[src/sv/snfc_pkg.sv]
package snfc_pkg;

  localparam int PAGE_BYTES_DEF = 256;

  typedef enum logic [2:0] {
    OP_TICK  = 3'd0,
    OP_READ  = 3'd1,
    OP_PROG  = 3'd2,
    OP_SECT  = 3'd3,
    OP_CHIP  = 3'd4,
    OP_WAKE  = 3'd5,
    OP_SLEEP = 3'd6,
    OP_DATA  = 3'd7
  } opcode_t;

  typedef enum logic [1:0] {
    SEG_A    = 2'd0,
    SEG_B    = 2'd1,
    SEG_POLL = 2'd2
  } segment_t;

  typedef enum logic [1:0] {
    ERR_NONE    = 2'd0,
    ERR_BUSY    = 2'd1,
    ERR_ALIGN   = 2'd2,
    ERR_PARTIAL = 2'd3
  } error_t;

  localparam logic [7:0] CMD_PROG   = 8'h02;
  localparam logic [7:0] CMD_READ   = 8'h03;
  localparam logic [7:0] CMD_WREN   = 8'h06;
  localparam logic [7:0] CMD_STATUS = 8'h05;
  localparam logic [7:0] CMD_SECT   = 8'h20;
  localparam logic [7:0] CMD_CHIP   = 8'hC7;
  localparam logic [7:0] CMD_WAKE   = 8'hAB;
  localparam logic [7:0] CMD_SLEEP  = 8'hB9;

  localparam logic REG_QUARTER = 1'b0;
  localparam logic REG_SETTLE  = 1'b1;

endpackage

[src/sv/spi_nor_flash_command_sequencer.sv]
// channel | dir | tdata fields (low bit up)                         | tuser
// s_axis  | in  | opcode 3, address 24, data_byte 8, length 16,     | -
//         |     | miso_bit                                          |
// m_axis  | out | sck, mosi, chip_select_n, read_valid, read_byte 8, | -
//         |     | read_last, busy_res, done_res, error 2           |
// one item per cycle while the output register is not stalled; each item gives one registered result item.
// the sequencer advances one step per tick item; the page buffer is a
// memory with a registered read, addressed by the next byte index so the
// page byte is ready as soon as the byte counter holds the new index.
// rst is synchronous; the page buffer is not cleared (fill count guards it).
// s_axis_tready is low in reset and while the output register is full and not taken.
module spi_nor_flash_command_sequencer #(
  parameter int PAGE_BYTES = snfc_pkg::PAGE_BYTES_DEF
) (
  input  logic        clk,
  input  logic        rst,
  input  logic        cfg_we,
  input  logic        cfg_index,
  input  logic [15:0] cfg_data,
  input  logic        s_axis_tvalid,
  output logic        s_axis_tready,
  // opcode[2:0], address[26:3], data_byte[34:27], length[50:35], miso_bit[51]
  input  logic [55:0] s_axis_tdata,
  output logic        m_axis_tvalid,
  input  logic        m_axis_tready,
  // sck[0], mosi[1], chip_select_n[2], read_valid[3], read_byte[11:4],
  // read_last[12], busy_res[13], done_res[14], error[16:15]
  output logic [23:0] m_axis_tdata
);
  import snfc_pkg::*;

  localparam int PW = $clog2(PAGE_BYTES);

  typedef enum logic [2:0] {
    PH_IDLE, PH_CS_ON, PH_B0, PH_B1, PH_B2, PH_B3, PH_CS_OFF, PH_FINISH
  } phase_t;

  // config
  logic [7:0]  quarter_bit_ticks;
  logic [15:0] cs_settle_ticks;

  // state
  phase_t      phase_state;
  logic [15:0] wait_counter;
  logic [2:0]  bit_counter;
  logic [7:0]  transmit_shift, receive_shift;
  logic [16:0] byte_counter;
  logic [23:0] command_address;
  opcode_t     active_command;
  logic [PW:0] page_fill;
  logic        status_busy_seen;
  segment_t    segment;
  logic [15:0] read_length;
  logic        pin_sck, pin_mosi, pin_csn;

  logic [7:0]  page_buffer [PAGE_BYTES];
  logic [7:0]  page_rd;

  opcode_t     op;
  logic [23:0] in_addr;
  logic [7:0]  in_data;
  logic [15:0] in_len;
  logic        in_miso;
  logic        accept;

  assign op      = opcode_t'(s_axis_tdata[2:0]);
  assign in_addr = s_axis_tdata[26:3];
  assign in_data = s_axis_tdata[34:27];
  assign in_len  = s_axis_tdata[50:35];
  assign in_miso = s_axis_tdata[51];
  assign s_axis_tready = !rst && (!m_axis_tvalid || m_axis_tready);
  assign accept  = s_axis_tvalid && s_axis_tready;

  // segment length
  logic [16:0] seg_len;
  always_comb begin
    if (segment == SEG_POLL) seg_len = 17'd2;
    else begin
      case (active_command)
        OP_READ: seg_len = 17'd4 + {1'b0, read_length};
        OP_PROG: seg_len = (segment == SEG_A) ? 17'd1 : 17'(4 + PAGE_BYTES);
        OP_SECT: seg_len = 17'd4;
        default: seg_len = 17'd1;
      endcase
    end
  end

  logic [7:0] addr_byte;
  always_comb begin
    if (byte_counter[1:0] == 2'd1)      addr_byte = command_address[23:16];
    else if (byte_counter[1:0] == 2'd2) addr_byte = command_address[15:8];
    else                                addr_byte = command_address[7:0];
  end

  // byte to send at the current byte index
  logic [7:0] byte_out;
  always_comb begin
    if (segment == SEG_POLL) byte_out = (byte_counter == 17'd0) ? CMD_STATUS : 8'h00;
    else begin
      case (active_command)
        OP_READ: byte_out = (byte_counter == 17'd0) ? CMD_READ :
                            (byte_counter < 17'd4) ? addr_byte : 8'h00;
        OP_PROG: byte_out = (segment == SEG_A) ? CMD_WREN :
                            (byte_counter == 17'd0) ? CMD_PROG :
                            (byte_counter < 17'd4) ? addr_byte : page_rd;
        OP_SECT: byte_out = (byte_counter == 17'd0) ? CMD_SECT : addr_byte;
        OP_CHIP: byte_out = CMD_CHIP;
        OP_WAKE: byte_out = CMD_WAKE;
        default: byte_out = CMD_SLEEP;
      endcase
    end
  end

  logic [15:0] qwait;
  assign qwait = (quarter_bit_ticks != 8'd0) ? {8'd0, quarter_bit_ticks - 8'd1} : 16'd0;

  logic busy;
  assign busy = phase_state != PH_IDLE;

  logic [2:0]  bit_inc;
  logic [16:0] byte_inc;
  assign bit_inc  = bit_counter + 3'd1;
  assign byte_inc = byte_counter + 17'd1;

  // page read address follows the byte index that holds after this edge
  logic [PW-1:0] pidx;
  always_comb begin
    pidx = byte_counter[PW-1:0] - PW'(4);
    if (accept && op == OP_TICK && busy && wait_counter == 16'd0 &&
        phase_state == PH_B3 && bit_inc == 3'd0)
      pidx = byte_inc[PW-1:0] - PW'(4);
  end

  // page buffer: registered read, single write port for data items
  always_ff @(posedge clk) begin
    page_rd <= page_buffer[pidx];
    if (accept && op == OP_DATA && phase_state == PH_IDLE &&
        page_fill < (PW+1)'(PAGE_BYTES))
      page_buffer[page_fill[PW-1:0]] <= in_data;
  end

  // sequencer and result register
  always_ff @(posedge clk) begin
    if (rst) begin
      quarter_bit_ticks <= 8'd1;
      cs_settle_ticks   <= 16'd10;
      phase_state <= PH_IDLE;
      wait_counter <= '0; bit_counter <= '0; transmit_shift <= '0;
      receive_shift <= '0; byte_counter <= '0; command_address <= '0;
      active_command <= OP_TICK; page_fill <= '0; status_busy_seen <= 1'b0;
      segment <= SEG_A; read_length <= '0;
      pin_sck <= 1'b0; pin_mosi <= 1'b1; pin_csn <= 1'b1;
      m_axis_tvalid <= 1'b0;
      m_axis_tdata <= '0;
    end else begin
      if (cfg_we) begin
        if (cfg_index == REG_QUARTER) quarter_bit_ticks <= cfg_data[7:0];
        else                          cs_settle_ticks   <= cfg_data;
      end
      if (accept) begin
        logic       rv, rl, dn, sck_n, mosi_n, csn_n;
        logic [7:0] rb;
        error_t     er;
        phase_t     ph_n;
        rv = 1'b0; rl = 1'b0; dn = 1'b0; rb = 8'd0; er = ERR_NONE;
        sck_n = pin_sck; mosi_n = pin_mosi; csn_n = pin_csn;
        ph_n = phase_state;
        if (op == OP_DATA) begin
          if (busy) er = ERR_BUSY;
          else if (page_fill < (PW+1)'(PAGE_BYTES)) page_fill <= page_fill + 1'b1;
        end else if (op != OP_TICK) begin
          if (busy) er = ERR_BUSY;
          else if ((op == OP_PROG || op == OP_SECT) && in_addr[PW-1:0] != '0)
            er = ERR_ALIGN;
          else if (op == OP_PROG && page_fill != (PW+1)'(PAGE_BYTES))
            er = ERR_PARTIAL;
          else begin
            if (op == OP_PROG) page_fill <= '0;
            active_command <= op; command_address <= in_addr;
            read_length <= in_len; segment <= SEG_A;
            status_busy_seen <= 1'b0; wait_counter <= '0;
            ph_n = PH_CS_ON;
          end
        end else if (busy) begin
          if (wait_counter != 16'd0) wait_counter <= wait_counter - 16'd1;
          else begin
            unique case (phase_state)
              PH_CS_ON: begin
                csn_n = 1'b0; bit_counter <= '0; byte_counter <= '0;
                wait_counter <= cs_settle_ticks;
                ph_n = PH_B0;
              end
              PH_B0: begin
                if (bit_counter == 3'd0) begin
                  transmit_shift <= byte_out; mosi_n = byte_out[7];
                end else mosi_n = transmit_shift[7];
                wait_counter <= qwait; ph_n = PH_B1;
              end
              PH_B1: begin
                sck_n = 1'b1; transmit_shift <= {transmit_shift[6:0], 1'b0};
                wait_counter <= qwait; ph_n = PH_B2;
              end
              PH_B2: begin
                receive_shift <= {receive_shift[6:0], in_miso};
                wait_counter <= qwait; ph_n = PH_B3;
              end
              PH_B3: begin
                sck_n = 1'b0; wait_counter <= qwait; bit_counter <= bit_inc;
                ph_n = PH_B0;
                if (bit_inc == 3'd0) begin
                  if (segment == SEG_POLL) begin
                    if (byte_counter == 17'd1) status_busy_seen <= receive_shift[0];
                  end else if (active_command == OP_READ && byte_counter >= 17'd4) begin
                    rv = 1'b1; rb = receive_shift; rl = (byte_inc == seg_len);
                  end
                  byte_counter <= byte_inc;
                  if (byte_inc >= seg_len) ph_n = PH_CS_OFF;
                end
              end
              PH_CS_OFF: begin
                csn_n = 1'b1; wait_counter <= cs_settle_ticks;
                if (segment == SEG_POLL) ph_n = status_busy_seen ? PH_CS_ON : PH_FINISH;
                else if (active_command == OP_READ) ph_n = PH_FINISH;
                else if (active_command == OP_PROG && segment == SEG_A) begin
                  segment <= SEG_B; ph_n = PH_CS_ON;
                end else begin
                  segment <= SEG_POLL; ph_n = PH_CS_ON;
                end
              end
              default: begin
                dn = 1'b1; ph_n = PH_IDLE;
              end
            endcase
          end
        end
        phase_state <= ph_n;
        pin_sck <= sck_n; pin_mosi <= mosi_n; pin_csn <= csn_n;
        m_axis_tvalid <= 1'b1;
        m_axis_tdata <= {7'd0, er, dn, (ph_n != PH_IDLE), rl, rb, rv, csn_n, mosi_n, sck_n};
      end else if (m_axis_tready) m_axis_tvalid <= 1'b0;
    end
  end

`ifndef SYNTH
  // a done result never reports busy
  a_done_not_busy: assert property (@(posedge clk) disable iff (rst)
    m_axis_tvalid |-> !(m_axis_tdata[14] && m_axis_tdata[13]))
    else $error("done with busy");
  // read data only while chip select is low
  a_read_cs: assert property (@(posedge clk) disable iff (rst)
    (m_axis_tvalid && m_axis_tdata[3]) |-> !m_axis_tdata[2])
    else $error("read byte with cs high");
  // a result waiting and not taken holds
  a_hold: assert property (@(posedge clk) disable iff (rst)
    (m_axis_tvalid && !m_axis_tready) |=> $stable(m_axis_tdata))
    else $error("result changed under stall");
`endif
endmodule
[config.mk]
export PLATFORM = sky130hd
export DESIGN_NAME = spi_nor_flash_command_sequencer
export DESIGN_NICKNAME = d
export VERILOG_FILES = /design/src/sv/snfc_pkg.sv /design/src/sv/spi_nor_flash_command_sequencer.sv
export SDC_FILE = /design/constraint.sdc
export NUM_CORES = 2
export LEC_CHECK = 0
export ABC_AREA = 0
export BUFFER_PORTS_ARGS = -buffer_cell sky130_fd_sc_hd__buf_2
export CAP_MARGIN = 20
export CORE_MARGIN = 2
export CORE_UTILIZATION = 43
export CTS_CLUSTER_SIZE = 20
export DETAILED_ROUTE_END_ITERATION = 7
export SYNTH_ARGS = -nofsm -noshare
export SYNTH_HDL_FRONTEND = slang
export SYNTH_SLANG_ARGS = --single-unit
[constraint.sdc]
create_clock -name clk -period 17.97 [get_ports clk]
set_input_delay 1.797 -clock clk [delete_from_list [all_inputs] [get_ports clk]]
set_output_delay 1.797 -clock clk [all_outputs]
set_load 0.03 [all_outputs]
# Word-level counts from Yosys, hierarchy flattened
# Memories as Yosys holds them, arrays and structs flattened. A register that Yosys moved wholly into a read port is not among the register bits.
# Index checks and enable logic that the tools add are counted.
[classes]
n_mux = 126
n_reduce_logical = 57
eq_ne = 32
add_sub_neg = 8
bitwise = 7
n_lt_le_gt_ge = 4
[op_table]
columns = ["op", "n"]
rows = [
  ["two-way mux 8 bit", 20],
  ["two-way mux 16 bit", 6],
  ["two-way mux 9 bit", 9],
  ["one-hot mux 17 bit (3 select lines)", 1],
  ["two-way mux 1 bit", 50],
  ["two-way mux 3 bit", 15],
  ["one-hot mux 8 bit (5 select lines)", 1],
  ["two-way mux 17 bit", 2],
  ["one-hot mux 17 bit (2 select lines)", 1],
  ["one-hot mux 16 bit (2 select lines)", 1],
  ["two-way mux 2 bit", 15],
  ["nonzero test 2 bit", 11],
  ["AND reduction 7 bit", 3],
  ["inequality test 2 bit, second input constant", 10],
  ["== test 3 x 2 -> 1 bit, second input constant", 6],
  ["== test 3 bit, second input constant", 6],
  ["one-hot mux 3 bit (6 select lines)", 1],
  ["AND reduction 6 bit", 3],
  ["adder 17 x 1 -> 17 bit, second input constant", 1],
  ["adder 3 x 16 -> 17 bit, first input constant", 1],
  ["== test 17 x 1 -> 1 bit, second input constant", 1],
  ["== test 17 bit", 1],
  ["greater-or-equal comparator 17 bit", 1],
  ["greater-or-equal comparator 17 x 3 -> 1 bit, second input constant", 1],
  ["other kinds (34)", 67],
]
[totals]
inputBits = 78
word_cells = 254
memories = 1
ram_bits = 2048
regBits = 155
[memory_table]
columns = ["memory", "words", "width", "read_ports", "rd_clocked_by_memory_dff", "write_ports", "line", "source"]
rows = [
  ["page_buffer", 256, 8, 1, 1, 1, "spi_nor_flash_command_sequencer.sv:56", "logic [7:0] page_buffer [PAGE_BYTES];"],
]

# Depth between registers and ports, before layout
[logic_depth]
ltp_word = 15
depth_mapped = 26
ltp_nobuf = 16

# Worst setup path before layout
# Ideal clock, no wire load.
[synth_path]
path_type = "input -> register"
startpoint = "input s_axis_tdata[2]"
endpoint = "register page_rd[1] (read register of page_buffer)"
setup_slack_ns = 11.247
stages = 20
required_ns = 17.836
path_buffers = 6
t_arrival_ns = 6.589
setup_time_ns = 0.134
cell_sequence = "nor3_1 > and4_1 > clkbuf_1 > nand3_1 > buf_2 > buf_1 > clkbuf_1 > clkbuf_1 > clkbuf_1 > or3_1 > and2_1 > ha_1 > xnor2_1 > xnor2_1 > nor2_1 > and3_1 > o21ai_0 > o211ai_1 > or4_1 > or4b_1"
[synth_via]
elab_chain_cells = 7
[synth_rtl]
columns = ["element", "line", "source"]
rows = [
  ["from (decl)", "spi_nor_flash_command_sequencer.sv:23", "input logic [55:0] s_axis_tdata,"],
  ["logical NOT 3 bit", "spi_nor_flash_command_sequencer.sv:129", "if (accept && op == OP_TICK && busy && wait_counter == 16'd0 &&"],
  ["logical AND 1 bit (4 in series)", "spi_nor_flash_command_sequencer.sv:129", ""],
  ["logical AND 1 bit", "spi_nor_flash_command_sequencer.sv:130", "phase_state == PH_B3 && bit_inc == 3'd0)"],
  ["two-way mux 8 bit", "spi_nor_flash_command_sequencer.sv:129", ""],
  ["to (decl)", "spi_nor_flash_command_sequencer.sv:57", "logic [7:0] page_rd;"],
]
# No other way between the ends.
# A chain may end at the register's enable or synchronous reset.

# Worst setup path in the final report
[layout_path]
startpoint = "register byte_counter[1]"
endpoint = "register page_rd[2] (read register of page_buffer)"
[layout_via]
elab_chain_cells = 3
word_cells_on_any_way = 4
classes_between = "add/sub: 3; mux: 1"
[layout_rtl]
columns = ["element", "line", "source"]
rows = [
  ["from (decl)", "spi_nor_flash_command_sequencer.sv:47", "logic [16:0] byte_counter;"],
  ["from (signal assigned)", "spi_nor_flash_command_sequencer.sv:216", "byte_counter <= byte_inc;"],
  ["adder 17 x 1 -> 17 bit", "spi_nor_flash_command_sequencer.sv:123", "assign byte_inc = byte_counter + 17'd1;"],
  ["subtractor 8 x 3 -> 8 bit", "spi_nor_flash_command_sequencer.sv:131", "pidx = byte_inc[PW-1:0] - PW'(4);"],
  ["two-way mux 8 bit *", "spi_nor_flash_command_sequencer.sv:129", ""],
]
# Every way passes the cells marked *; elsewhere a longest branch is shown, timed or not.

==> results.py <==
metrics = {
    "route": {
        "vias": 72264,
        "drc_errors": 42,
        "postRouteAntennaNets": 0,
        "dr.pass1.iters": 8,
        "drt_wl_total_um": 329000,
        "post_drt_wl_per_cell_um": 29.5,
        "drt-vias-per-instance": 6.49,
        "drt_iter0_drc": 9542,
    },
    "grt": {
        "grt_usage": 0.262,
        "use_met2": 0.407,
        "antenna_found_initial": 17,
        "use_met3": 0.0551,
        "grt_pass1_vias": 69276,
        "grt_pass1_wl_um": 474000,
        "top_usage_layer": "met2",
        "gr-total-overflow": 0,
        "use_met1": 0.357,
        "grt_max_degree": 142,
    },
    "cts": {
        "cts-root-buf": "clkbuf_16",
        "cts.path.max_buffers": 3,
        "cts_htree_levels": 4,
        "clk_latency_ns": 0.90,
        "clock-sinks": 2210,
        "post_cts_buffers": 0,
        "cts_hold_buffers": 0,
        "cts_buffers": 228,
        "post_cts_resize_count": 0,
        "clk_pin_slew_ns": 0.06,
        "cts_tree": "done",
    },
    "floorplan": {
        "die_h_um": 493,
        "core_mm2": 0.238,
        "start_util": 0.433,
        "die_area_mm2": 0.243,
        "die_width_um": 493,
        "placementRows": 179,
        "pin_count": 104,
    },
    "worst_setup_path": {
        "path_class": "reg2reg",
        "critical-path-max-stage-delay_ns": 0.95,
        "crit_path_top_delay_cell": "dfxtp_4",
        "endpoint_kind": "register",
        "required_ns": 18.74,
        "cp_max_fo": 53,
        "critical_path.cell_chain": "ha_1 -> nor3b_1 -> nand4_1 -> nor4_2 -> or2_4 -> inv_6 -> ha_2 -> buf_4 -> buf_4 -> or3_1 -> o22ai_1 -> o31ai_1 -> o211ai_1 -> or4_1 -> or4b_1",
        "cp_common_cell": "buf_4",
        "cp_top_family": "simple AND/OR/NAND/NOR gates",
        "critPathArrivalTime_ns": 9.36,
        "critPathLaunchType": "register",
        "cp_num_buf_inv": 3,
    },
    "timing": {
        "drv_slew": 0,
        "setup_viol": 0,
        "fin_hold_ws_ns": 0.454,
        "slew_headroom": 0.0608,
        "worst_slew_pin_slew_ns": 1.39,
        "fin_tns_setup_ns": 0,
        "min_period_ns": 8.58,
        "layout_worst_path_cycle_share": 0.478,
        "max_freq_mhz": 117,
        "fin_skew_ns": 0.0615,
        "hold_viol_final": 0,
        "rsz0062_at_grt": "false",
    },
    "status": {
        "status": "complete, but fails checks",
        "violations": "design-rule violations",
    },
    "power_and_ir_drop": {
        "power.density_mw_per_mm2": 92.8,
        "irDropWorstVdd_mv": 0.113,
        "p_leak_nw": 34.6,
    },
    "cells_and_area": {
        "nets": 7866,
        "drive_gt1_frac": 0.113,
        "syn2layout_area_growth_pct": 10.5,
        "fillerInstances": 20683,
        "multi_input_area_mm2": 0.0355,
        "seqCellArea_mm2": 0.0647,
    },
    "run": {
        "max_cap_violations": 0,
    },
    "logic_synthesis": {
        "synth_edf_count": 2048,
        "postSynthAreaPerCell_um2": 12.9,
        "syn_area_mm2": 0.103,
        "ys_seq_area_frac": 0.629,
        "synth_cell_types": 95,
        "ys_async_sr_fraction": 0,
        "synthCells": 7945,
        "yosysTopAreaCell": "edfxtp_1",
        "yosysTopAreaCellShare": 0.598,
        "synth_area_leaders": "edfxtp_1 60%, mux2i_1 7.0%, dfxtp_1 3.2%, mux4_2 2.9%, nand2_1 2.6%",
        "yosysWarnings": 0,
        "ys_ff_latch": 2210,
        "dominantRegCellSynth": "edfxtp_1",
    },
    "place": {
        "dp_hpwl_um": 196000,
        "gp_congestion": 0.916,
        "port_buffers": 92,
    },
    "worst_hold_path": {
        "hold_class": "reg2reg",
    },
}
cells in the mapped netlist (all sizes together) (112+ instances only):
library cell and count:
a2111oi 118, a211oi 145, a21oi 271, and3 112
buf 236, clkbuf 450, dfxtp 162, edfxtp 2048
mux2i 719, mux4 132, nand2 725, nand3 210
nand4 124, nor2 504, nor3 175, o21ai 276
o22ai 285
through the flow:
step | setup slack (ns) | cell area, um2 | utilization | total power [mW] | instances
floorplan | 11.25 | 103000 | - | 5.81 | 7951
global placement | 8.77 | 106000 | 0.447 | 5.92 | 10686
detailed placement | 8.77 | 106000 | 0.447 | 5.93 | 10688
CTS | 9.68 | 114000 | 0.478 | 10.6 | 11119
global route | 9.39 | 114000 | 0.478 | 10.8 | 11124
finish | 9.39 | 114000 | 0.478 | 10.6 | 11129
report_power, final:
| group | switching (mW) | total (mW) | internal (mW) |
|---|---|---|---|
| Clock | 2.06 | 4.73 | 2.67 |
| Sequential | 0.00870 | 5.63 | 5.62 |
| Combinational | 0.156 | 0.192 | 0.0356 |
| Total | 2.22 | 10.6 | 8.33 |
routing by layer:
metal	vias to the layer above	share of wire
met2	3798	0.45
met1	36710	0.40
met4	12	0.042
li1	31094	-
met5	-	0.00021
met3	650	0.099
cell families after synthesis:
group	count (synthesis)	share of synthesized area
flops	2210	0.629
fa+ha+maj	33	0.00401
other cells	1	0.0000365
xor+xnor	58	0.00501
compound gates	1799	0.122
simple gates	2176	0.100
buf+inv	715	0.0289
mux	953	0.110
cells in the final DEF (no fill, tap or decap), drive strengths merged, types with 38 or more instances in the layout:
| cell | n |
|---|---|
| mux2 | 102 |
| nor2 | 504 |
| o31ai | 44 |
| dfxtp | 162 |
| buf | 256 |
| o311ai | 51 |
| a32oi | 45 |
| nor4 | 82 |
| a31oi | 61 |
| nor2b | 80 |
| clkbuf | 285 |
| a22oi | 54 |
| a221o | 46 |
| nand2 | 725 |
| o21ai | 276 |
| and3 | 112 |
| o22ai | 285 |
| mux4 | 132 |
| clkinv | 108 |
| mux2i | 719 |
| o221ai | 38 |
| nand3 | 210 |
| and2 | 52 |
| inv | 40 |
| a311oi | 57 |
| a21oi | 271 |
| nand4 | 124 |
| edfxtp | 2048 |
| a211oi | 145 |
| or3 | 39 |
| a2111oi | 118 |
| nor3 | 175 |
| o211ai | 71 |
registers in the layout, summed over array words and instances, names as in the netlist:
signal and count:
page_buffer 2048, command_address 24, byte_counter 17, m_axis_tdata 17, cs_settle_ticks 16, read_length 16, wait_counter 16, page_fill 9
page_rd 8, quarter_bit_ticks 8, receive_shift 8, transmit_shift 8, active_command 3, bit_counter 3, phase_state 3, segment 2
m_axis_tvalid 1, pin_csn 1, pin_mosi 1, status_busy_seen 1
path summary, 6_finish.rpt:
check,startpoint,endpoint,cells past startpoint,slack (ns)
min reg2reg,command_address[1],command_address[1],2,0.45
max reg2reg,byte_counter[1],page_rd[2],15,9.39
min,command_address[1],command_address[1],2,0.45
max,byte_counter[1],page_rd[2],15,9.39
worst min-delay path, stage by stage, from the launching register on:
cell     delay, ns
dfxtp_1       0.31
nand2_1       0.05
a21oi_1       0.05
cell type report:
| class | count | area share |
|---|---|---|
| clock inverter | 150 | 0.0122 |
| sequential | 2210 | 0.569 |
| antenna | 6 | 0.000132 |
| clock buffer | 281 | 0.0528 |
| multi-input combinational | 5026 | 0.312 |
| inverter | 29 | 0.00107 |
| timing repair buffer | 260 | 0.0171 |
| tap | 3167 | 0.0348 |
No activity file was read; power rests on OpenSTA's default activity.
